--- src/hw/rtl/ltbs_pkg.sv ---
package ltbs_pkg;

    localparam int LUX_W   = 16;
    localparam int LEVEL_W = 8;
    localparam int CFG_W   = 16;
    localparam int IDX_W   = 2;

    // Register indexes on the configuration port.
    localparam logic [IDX_W-1:0] REG_LUX_FULL_SCALE = 2'd0;
    localparam logic [IDX_W-1:0] REG_MAX_BRIGHTNESS = 2'd1;
    localparam logic [IDX_W-1:0] REG_MIN_BRIGHTNESS = 2'd2;
    localparam logic [IDX_W-1:0] REG_SMOOTHING_COEF = 2'd3;

    localparam logic [15:0] LUX_FULL_SCALE_RST = 16'd1000;
    localparam logic [7:0]  MAX_BRIGHTNESS_RST = 8'd255;
    localparam logic [7:0]  MIN_BRIGHTNESS_RST = 8'd10;
    localparam logic [7:0]  SMOOTHING_COEF_RST = 8'd230;

    // 60.0 in Q8.8.
    localparam logic [15:0] SMOOTHED_LEVEL_RST = 16'd15360;

    typedef logic [15:0] q8_8_t;

endpackage

--- src/hw/rtl/lux_to_brightness_smoother.sv ---
// Channel   Direction  Handshake            Payload
// s_        in         s_valid / s_ready    s_lux_sample[15:0]
// m_        out        m_valid / m_ready    m_lamp_level[7:0]
// cfg_      in         cfg_we (no wait)     cfg_index[1:0], cfg_data[15:0]
//
// The accepting edge also loads the operands; the item then runs through bit-serial
// division, the digit-serial square root, the shift-add multiply, the shift-add blend
// and a commit. A sample of zero lux skips the division. The input is ready only while
// the sequencer is idle, from the cycle after the commit, so no new sample is taken
// before the last one is through. A result waits in the output register; the commit of
// the next one stalls until that register is free.
// Reset is synchronous and active low; it restores the register defaults and the level 60.0.
module lux_to_brightness_smoother
    import ltbs_pkg::*;
(
    input  logic               aclk,
    input  logic               aresetn,
    input  logic               s_valid,
    output logic               s_ready,
    input  logic [LUX_W-1:0]   s_lux_sample,
    output logic               m_valid,
    input  logic               m_ready,
    output logic [LEVEL_W-1:0] m_lamp_level,
    input  logic               cfg_we,
    input  logic [IDX_W-1:0]   cfg_index,
    input  logic [CFG_W-1:0]   cfg_data
);

    localparam logic [2:0] ST_IDLE = 3'd0;
    localparam logic [2:0] ST_DIV  = 3'd1;
    localparam logic [2:0] ST_SQRT = 3'd2;
    localparam logic [2:0] ST_MUL  = 3'd3;
    localparam logic [2:0] ST_MIX  = 3'd4;
    localparam logic [2:0] ST_DONE = 3'd5;

    logic [2:0]  state_reg, state_next;
    logic [3:0]  cnt_reg, cnt_next;
    logic [15:0] lux_full_scale_reg;
    logic [7:0]  max_brightness_reg, min_brightness_reg, smoothing_coef_reg;
    q8_8_t       level_reg, level_next;
    logic [15:0] full_reg, full_next;
    logic [15:0] rem_reg, rem_next;
    logic [15:0] quo_reg, quo_next;
    logic [9:0]  srem_reg, srem_next;
    logic [7:0]  root_reg, root_next;
    logic [15:0] mcand_reg, mcand_next;
    logic [7:0]  mplier_reg, mplier_next;
    logic [15:0] prod_reg, prod_next;
    logic [23:0] acc_reg, acc_next;
    logic [23:0] old_sh_reg, old_sh_next;
    logic [23:0] tgt_sh_reg, tgt_sh_next;
    logic [8:0]  a_sh_reg, a_sh_next;
    logic [8:0]  b_sh_reg, b_sh_next;
    logic        m_valid_reg, m_valid_next;
    logic [7:0]  m_lamp_level_reg, m_lamp_level_next;

    logic [15:0] full_eff, lux_clamped, diff;
    logic [16:0] rem_shift;
    logic        div_ge;
    logic [11:0] sq_cur, sq_trial;
    logic        sq_ge;
    logic [15:0] prod_sum, floor_q, target;
    logic [23:0] mix_sum;

    assign s_ready      = (state_reg == ST_IDLE);
    assign m_valid      = m_valid_reg;
    assign m_lamp_level = m_lamp_level_reg;

    always_comb begin
        full_eff    = (lux_full_scale_reg == 16'd0) ? 16'd1 : lux_full_scale_reg;
        lux_clamped = (s_lux_sample > full_eff) ? full_eff : s_lux_sample;
        diff        = full_eff - lux_clamped;

        rem_shift = {rem_reg, 1'b0};
        div_ge    = (rem_shift >= {1'b0, full_reg});

        sq_cur   = {srem_reg, quo_reg[15:14]};
        sq_trial = {2'b00, root_reg, 2'b01};
        sq_ge    = (sq_cur >= sq_trial);

        prod_sum = prod_reg + (mplier_reg[0] ? mcand_reg : 16'd0);
        floor_q  = {min_brightness_reg, 8'd0};
        target   = (prod_sum < floor_q) ? floor_q : prod_sum;

        mix_sum = acc_reg + (a_sh_reg[0] ? old_sh_reg : 24'd0)
                          + (b_sh_reg[0] ? tgt_sh_reg : 24'd0);
    end

    always_comb begin
        state_next        = state_reg;
        cnt_next          = cnt_reg;
        level_next        = level_reg;
        full_next         = full_reg;
        rem_next          = rem_reg;
        quo_next          = quo_reg;
        srem_next         = srem_reg;
        root_next         = root_reg;
        mcand_next        = mcand_reg;
        mplier_next       = mplier_reg;
        prod_next         = prod_reg;
        acc_next          = acc_reg;
        old_sh_next       = old_sh_reg;
        tgt_sh_next       = tgt_sh_reg;
        a_sh_next         = a_sh_reg;
        b_sh_next         = b_sh_reg;
        m_valid_next      = m_valid_reg;
        m_lamp_level_next = m_lamp_level_reg;

        if (m_valid_reg && m_ready) begin
            m_valid_next = 1'b0;
        end

        case (state_reg)
            ST_IDLE: begin
                if (s_valid) begin
                    full_next = full_eff;
                    rem_next  = diff;
                    cnt_next  = 4'd0;
                    srem_next = 10'd0;
                    root_next = 8'd0;
                    // With no light the ratio is exactly 1.0, which saturates.
                    if (diff == full_eff) begin
                        quo_next   = 16'hFFFF;
                        state_next = ST_SQRT;
                    end else begin
                        quo_next   = 16'd0;
                        state_next = ST_DIV;
                    end
                end
            end
            ST_DIV: begin
                rem_next = div_ge ? 16'(rem_shift - {1'b0, full_reg}) : rem_shift[15:0];
                quo_next = {quo_reg[14:0], div_ge};
                cnt_next = cnt_reg + 4'd1;
                if (cnt_reg == 4'd15) begin
                    cnt_next   = 4'd0;
                    state_next = ST_SQRT;
                end
            end
            ST_SQRT: begin
                srem_next = sq_ge ? 10'(sq_cur - sq_trial) : sq_cur[9:0];
                root_next = {root_reg[6:0], sq_ge};
                quo_next  = {quo_reg[13:0], 2'b00};
                cnt_next  = cnt_reg + 4'd1;
                if (cnt_reg == 4'd7) begin
                    cnt_next    = 4'd0;
                    mcand_next  = {8'd0, root_reg[6:0], sq_ge};
                    mplier_next = max_brightness_reg;
                    prod_next   = 16'd0;
                    state_next  = ST_MUL;
                end
            end
            ST_MUL: begin
                prod_next   = prod_sum;
                mcand_next  = {mcand_reg[14:0], 1'b0};
                mplier_next = {1'b0, mplier_reg[7:1]};
                cnt_next    = cnt_reg + 4'd1;
                if (cnt_reg == 4'd7) begin
                    cnt_next    = 4'd0;
                    acc_next    = 24'd0;
                    old_sh_next = {8'd0, level_reg};
                    tgt_sh_next = {8'd0, target};
                    a_sh_next   = {1'b0, smoothing_coef_reg};
                    b_sh_next   = 9'd256 - {1'b0, smoothing_coef_reg};
                    state_next  = ST_MIX;
                end
            end
            ST_MIX: begin
                acc_next    = mix_sum;
                old_sh_next = {old_sh_reg[22:0], 1'b0};
                tgt_sh_next = {tgt_sh_reg[22:0], 1'b0};
                a_sh_next   = {1'b0, a_sh_reg[8:1]};
                b_sh_next   = {1'b0, b_sh_reg[8:1]};
                cnt_next    = cnt_reg + 4'd1;
                if (cnt_reg == 4'd8) begin
                    cnt_next   = 4'd0;
                    state_next = ST_DONE;
                end
            end
            ST_DONE: begin
                // The level and the result commit together once the output is free.
                if (!m_valid_reg || m_ready) begin
                    level_next        = acc_reg[23:8];
                    m_lamp_level_next = acc_reg[23:16];
                    m_valid_next      = 1'b1;
                    state_next        = ST_IDLE;
                end
            end
            default: begin
                state_next = ST_IDLE;
            end
        endcase
    end

    always_ff @(posedge aclk) begin
        if (!aresetn) begin
            state_reg          <= ST_IDLE;
            cnt_reg            <= 4'd0;
            level_reg          <= SMOOTHED_LEVEL_RST;
            m_valid_reg        <= 1'b0;
            lux_full_scale_reg <= LUX_FULL_SCALE_RST;
            max_brightness_reg <= MAX_BRIGHTNESS_RST;
            min_brightness_reg <= MIN_BRIGHTNESS_RST;
            smoothing_coef_reg <= SMOOTHING_COEF_RST;
        end else begin
            state_reg   <= state_next;
            cnt_reg     <= cnt_next;
            level_reg   <= level_next;
            m_valid_reg <= m_valid_next;
            if (cfg_we) begin
                case (cfg_index)
                    REG_LUX_FULL_SCALE: lux_full_scale_reg <= cfg_data;
                    REG_MAX_BRIGHTNESS: max_brightness_reg <= cfg_data[7:0];
                    REG_MIN_BRIGHTNESS: min_brightness_reg <= cfg_data[7:0];
                    REG_SMOOTHING_COEF: smoothing_coef_reg <= cfg_data[7:0];
                    default: begin
                    end
                endcase
            end
        end
    end

    always_ff @(posedge aclk) begin
        full_reg         <= full_next;
        rem_reg          <= rem_next;
        quo_reg          <= quo_next;
        srem_reg         <= srem_next;
        root_reg         <= root_next;
        mcand_reg        <= mcand_next;
        mplier_reg       <= mplier_next;
        prod_reg         <= prod_next;
        acc_reg          <= acc_next;
        old_sh_reg       <= old_sh_next;
        tgt_sh_reg       <= tgt_sh_next;
        a_sh_reg         <= a_sh_next;
        b_sh_reg         <= b_sh_next;
        m_lamp_level_reg <= m_lamp_level_next;
    end

`ifndef NO_ASSERTIONS
    a_accept_starts: assert property (@(posedge aclk) disable iff (!aresetn)
        (s_valid && s_ready) |=> (state_reg == ST_DIV || state_reg == ST_SQRT))
        else $error("accepted item did not start the divide or root");

    a_div_rem: assert property (@(posedge aclk) disable iff (!aresetn)
        (state_reg == ST_DIV) |-> (rem_reg < full_reg))
        else $error("division remainder reached the divisor");

    a_sqrt_rem: assert property (@(posedge aclk) disable iff (!aresetn)
        (state_reg == ST_SQRT) |-> (srem_reg <= {1'b0, root_reg, 1'b0}))
        else $error("root remainder exceeds twice the partial root");

    a_result_source: assert property (@(posedge aclk) disable iff (!aresetn)
        $rose(m_valid_reg) |-> ($past(state_reg) == ST_DONE))
        else $error("result appeared without a commit");

    a_no_overwrite: assert property (@(posedge aclk) disable iff (!aresetn)
        (state_reg == ST_DONE && m_valid_reg && !m_ready) |=> (state_reg == ST_DONE))
        else $error("pending result was overwritten");
`endif

endmodule
--- config.mk ---
export PLATFORM = sky130hd
export DESIGN_NAME = lux_to_brightness_smoother
export DESIGN_NICKNAME = d
export VERILOG_FILES = /design/src/hw/rtl/ltbs_pkg.sv /design/src/hw/rtl/lux_to_brightness_smoother.sv
export SDC_FILE = /design/constraint.sdc
export NUM_CORES = 1
export LEC_CHECK = 0
export BUFFER_PORTS_ARGS = -buffer_cell sky130_fd_sc_hd__buf_2
export CORE_UTILIZATION = 55
export DETAILED_ROUTE_END_ITERATION = 12
export PLACE_DENSITY_LB_ADDON = 0.25
export SLEW_MARGIN = 20
export SYNTH_ARGS = -nofsm -noshare
export SYNTH_HDL_FRONTEND = slang
export SYNTH_SLANG_ARGS = --single-unit
--- constraint.sdc ---
create_clock -name aclk -period 12.4 [get_ports aclk]
set_input_delay 2.48 -clock aclk [delete_from_list [all_inputs] [get_ports aclk]]
set_output_delay 2.48 -clock aclk [all_outputs]
set_load 0.01 [all_outputs]
==> impl_metrics.yaml <==
yosys:
  synth_top_area_cell: "edfxtp_1"
  synthSimpleGateAreaFrac_pct: 19.3
  synth.yosys.warnings: 0
  synth-compound-area-share_pct: 13.6
  synth-async-reset-ratio_pct: 0
  combinational_family_with_the_most_area_after_synthesis: "simple AND/OR/NAND/NOR gates"
  synthesis.nets: 1878
  number_of_enable_type_register_cells_in_the_synthesized_netlist: 203
  postSynthCellCount: 1707
  portion_of_the_post_synthesis_area_used_by_sequential_elements_pct: 44.6
  ys_dominant_reg_cell: "edfxtp_1"
  synth_top_cells_by_area: "edfxtp_1, ha_1, dfxtp_1"
  post_synth_fa_ha_maj_area_fraction_pct: 11.2
  synth.mux.area_fraction_pct: 2.73
  synth_top_area_share_pct: 36.9
  synth.ff_latch_count: 267
  postSynthAreaPerCell_um2: 9.69
  synth_area_mm2: 0.0165
  synth_cell_type_count: 77
  synth-xor-area-share_pct: 4.30
hold_path:
  holdCritPathClass: "reg -> reg"
clock_tree:
  number_of_clock_buffers_inserted_by_tritoncts: 29
  clock_tree.root_cell: "clkbuf_16"
  h-tree-depth: 1
  cts_hold_repair.buffers: 0
  clkSlewWorstSetupHoldPaths_ps: 60
  postCtsSetupRepairBufs: 0
  tritoncts: "done"
  cts_resized: 0
  clock_insertion_delay_worst_skew_ps: 540
  clock_tree.buffer_depth: 3
  cts_sinks: 267
finish:
  drive_gt1_share_pct: 8.16
  area_delta_synth_final_pct: 8.25
  area_of_the_multi_input_gates_mm2: 0.00851
  final_core_utilization_pct: 60.4
  antenna_cells: 0
  fin_nets: 1879
  layout_common_cells: "nand2_1, edfxtp_1, nor2_1"
  final_common_cell: "nand2_1"
  final-seq-area_mm2: 0.00738
  fillerInstances: 2566
global_route:
  pin_count_of_the_biggest_net_entering_global_routing: 73
  wire_length_of_the_first_global_routing_pass_um: 60300
  vias_in_the_first_global_route: 11800
  antenna_found_initial: 1
  globalRouteTotalUtil_pct: 24.4
  global_route.overflow_total: 0
placed_design:
  dp_hpwl_um: 26800
  io_buffers: 48
  gp_congestion: 0.893
power_and_ir_drop:
  report.power.total_w: 0.00303
  total_leakage_power_nw: 7.28
  power_density_mw_per_mm2: 169
  power.ir.vdd_worst_mv: 0.122
sta:
  clock_skew_ps: 8.16
  finalHoldViolCount: 0
  setup_viol: 0
  slew_headroom_pct: 28.1
  measured_slew_at_the_worst_slew_check_pin_ps: 1080
  fin_crit_sh_pct: 62.1
  finalWorstPathRequiredPeriod_ps: 7710
  slew_violations: 0
  grt_setup_unrepaired: "false"
  clock.fmax_mhz: 130
  totalNegativeSetupSlack_ps: 0
drt:
  routedWlPerCell_um: 17.6
  met2WireLength_um: 17500
  route.met3.wl_um: 1710
  dr.max_layer_used: "met5"
  route.antenna.remaining_nets: 0
  detailroute.via_count: 12300
  met1_length_um: 17500
  drc: 0
  wirelength_um: 37400
  detail_route.vias_per_cell: 5.79
  first_iter_violations: 1007
  detailedRoute.firstPassIterationCount: 5
critical_path:
  cp.arrival_ps: 8110
  path_max_fanout: 16
  timing.critical_path.buf_inv: 2
  worst_path_max_stage_delay_ps: 560
  cell_type_of_the_slowest_stage_on_the_worst_timing_path: "or4_1"
  critical_path_required_ps: 12800
  setup.worst_path.class: "in -> reg"
  cp_top_family: "simple AND/OR/NAND/NOR gates"
  worstPathCellList: "buf_2 > ha_1 > a21oi_1 > nand2_1 > a2111oi_0 > o211a_1 > nor2_1 > buf_4 > mux2i_1 > ha_1 > xnor2_1 > mux2_4 > nor4_2 > nand4_1 > or4_1 > or4_4 > nor4_4 > and3_1 > a221o_2"
  critical_path.endpoint_type: "register"
  cp-start-kind: "input pin"
  worst_path_most_repeated_cell: "ha_1"
job:
  timing.max_cap.violations: 0
floorplanning:
  fp.dieH_um: 175
  floorplan.rows: 63
  die_outline_area_mm2: 0.0308
  core_area_mm2: 0.0296
  initial_core_util_pct: 55.8
  top_level_port_count: 49
  die_width_um: 175
run_status:
  outcome: "finished clean"
synthesized netlist by cell type, types with 14 or more instances:
| library cell | count |
|---|---|
| a211oi_1 | 14 |
| a21boi_0 | 38 |
| a21o_1 | 25 |
| a21oi_1 | 67 |
| a221o_2 | 14 |
| and2_1 | 75 |
| and3_1 | 34 |
| clkbuf_1 | 81 |
| dfxtp_1 | 64 |
| edfxtp_1 | 203 |
| fa_1 | 27 |
| ha_1 | 105 |
| inv_1 | 85 |
| mux2i_1 | 38 |
| nand2_1 | 284 |
| nand2b_1 | 16 |
| nand3_1 | 35 |
| nor2_1 | 127 |
| nor2b_1 | 20 |
| nor3_1 | 26 |
| o211ai_1 | 20 |
| o21a_1 | 18 |
| o21ai_0 | 70 |
| o31ai_1 | 16 |
| xnor2_1 | 47 |
| xor2_1 | 29 |
where the power goes:
group	internal, W	switching (W)	leakage (nW)
Combinational	0.000413	0.000612	4.45
Sequential	0.00113	0.0000753	2.40
Clock	0.000457	0.000344	0.427
per-stage QoR:
step | setup WS, ps | std cells | instance area [um2] | hold slack (ps)
2_1_floorplan | 4610 | 1707 | 16500 | 432
3_3_place_gp | 4330 | 2067 | 17000 | 444
3_5_place_dp | 4210 | 2067 | 17000 | 455
4_1_cts | 4760 | 2119 | 17900 | 468
5_1_grt | 4260 | 2119 | 17900 | 488
6_report | 4690 | 2119 | 17900 | 468
cells by family (layout without fill, tap and decap cells):
logic type | count (synthesis) | count (layout)
compound gates | 332 | 332
xor+xnor | 78 | 78
fa+ha+maj | 132 | 132
buf+inv | 178 | 200
flops | 267 | 267
mux | 44 | 44
simple gates | 676 | 676
worst min-delay path: stages, from the launching register on:
cell      delay (ps)
dfxtp_1          310
nand2_1           50
a21boi_0          60
final cells by class:
class,count,share of cell area (%)
clock inverter,11,0.433
multi-input combinational,1262,47.6
tap,390,2.73
sequential,267,41.2
clock buffer,41,4.37
timing repair buffer,61,1.89
inverter,87,1.82
path summary, 6_finish.rpt:
check                              from           end  slack [ps]  cells after the start
hold reg to reg            level_reg[6]  level_reg[6]         470                      2
setup / recovery       s_lux_sample[12]    quo_reg[3]        4690                     19
hold / removal             level_reg[6]  level_reg[6]         470                      2
setup reg to reg  lux_full_scale_reg[6]    quo_reg[3]        6030                     19
metal layers:
layer,track usage (%),up-vias
met5,0,-
met4,5.98,2
met3,2.38,54
met2,40.3,284
met1,34.5,5897
li1,-,6038
Note: power is estimated with default switching activity, not from simulation.
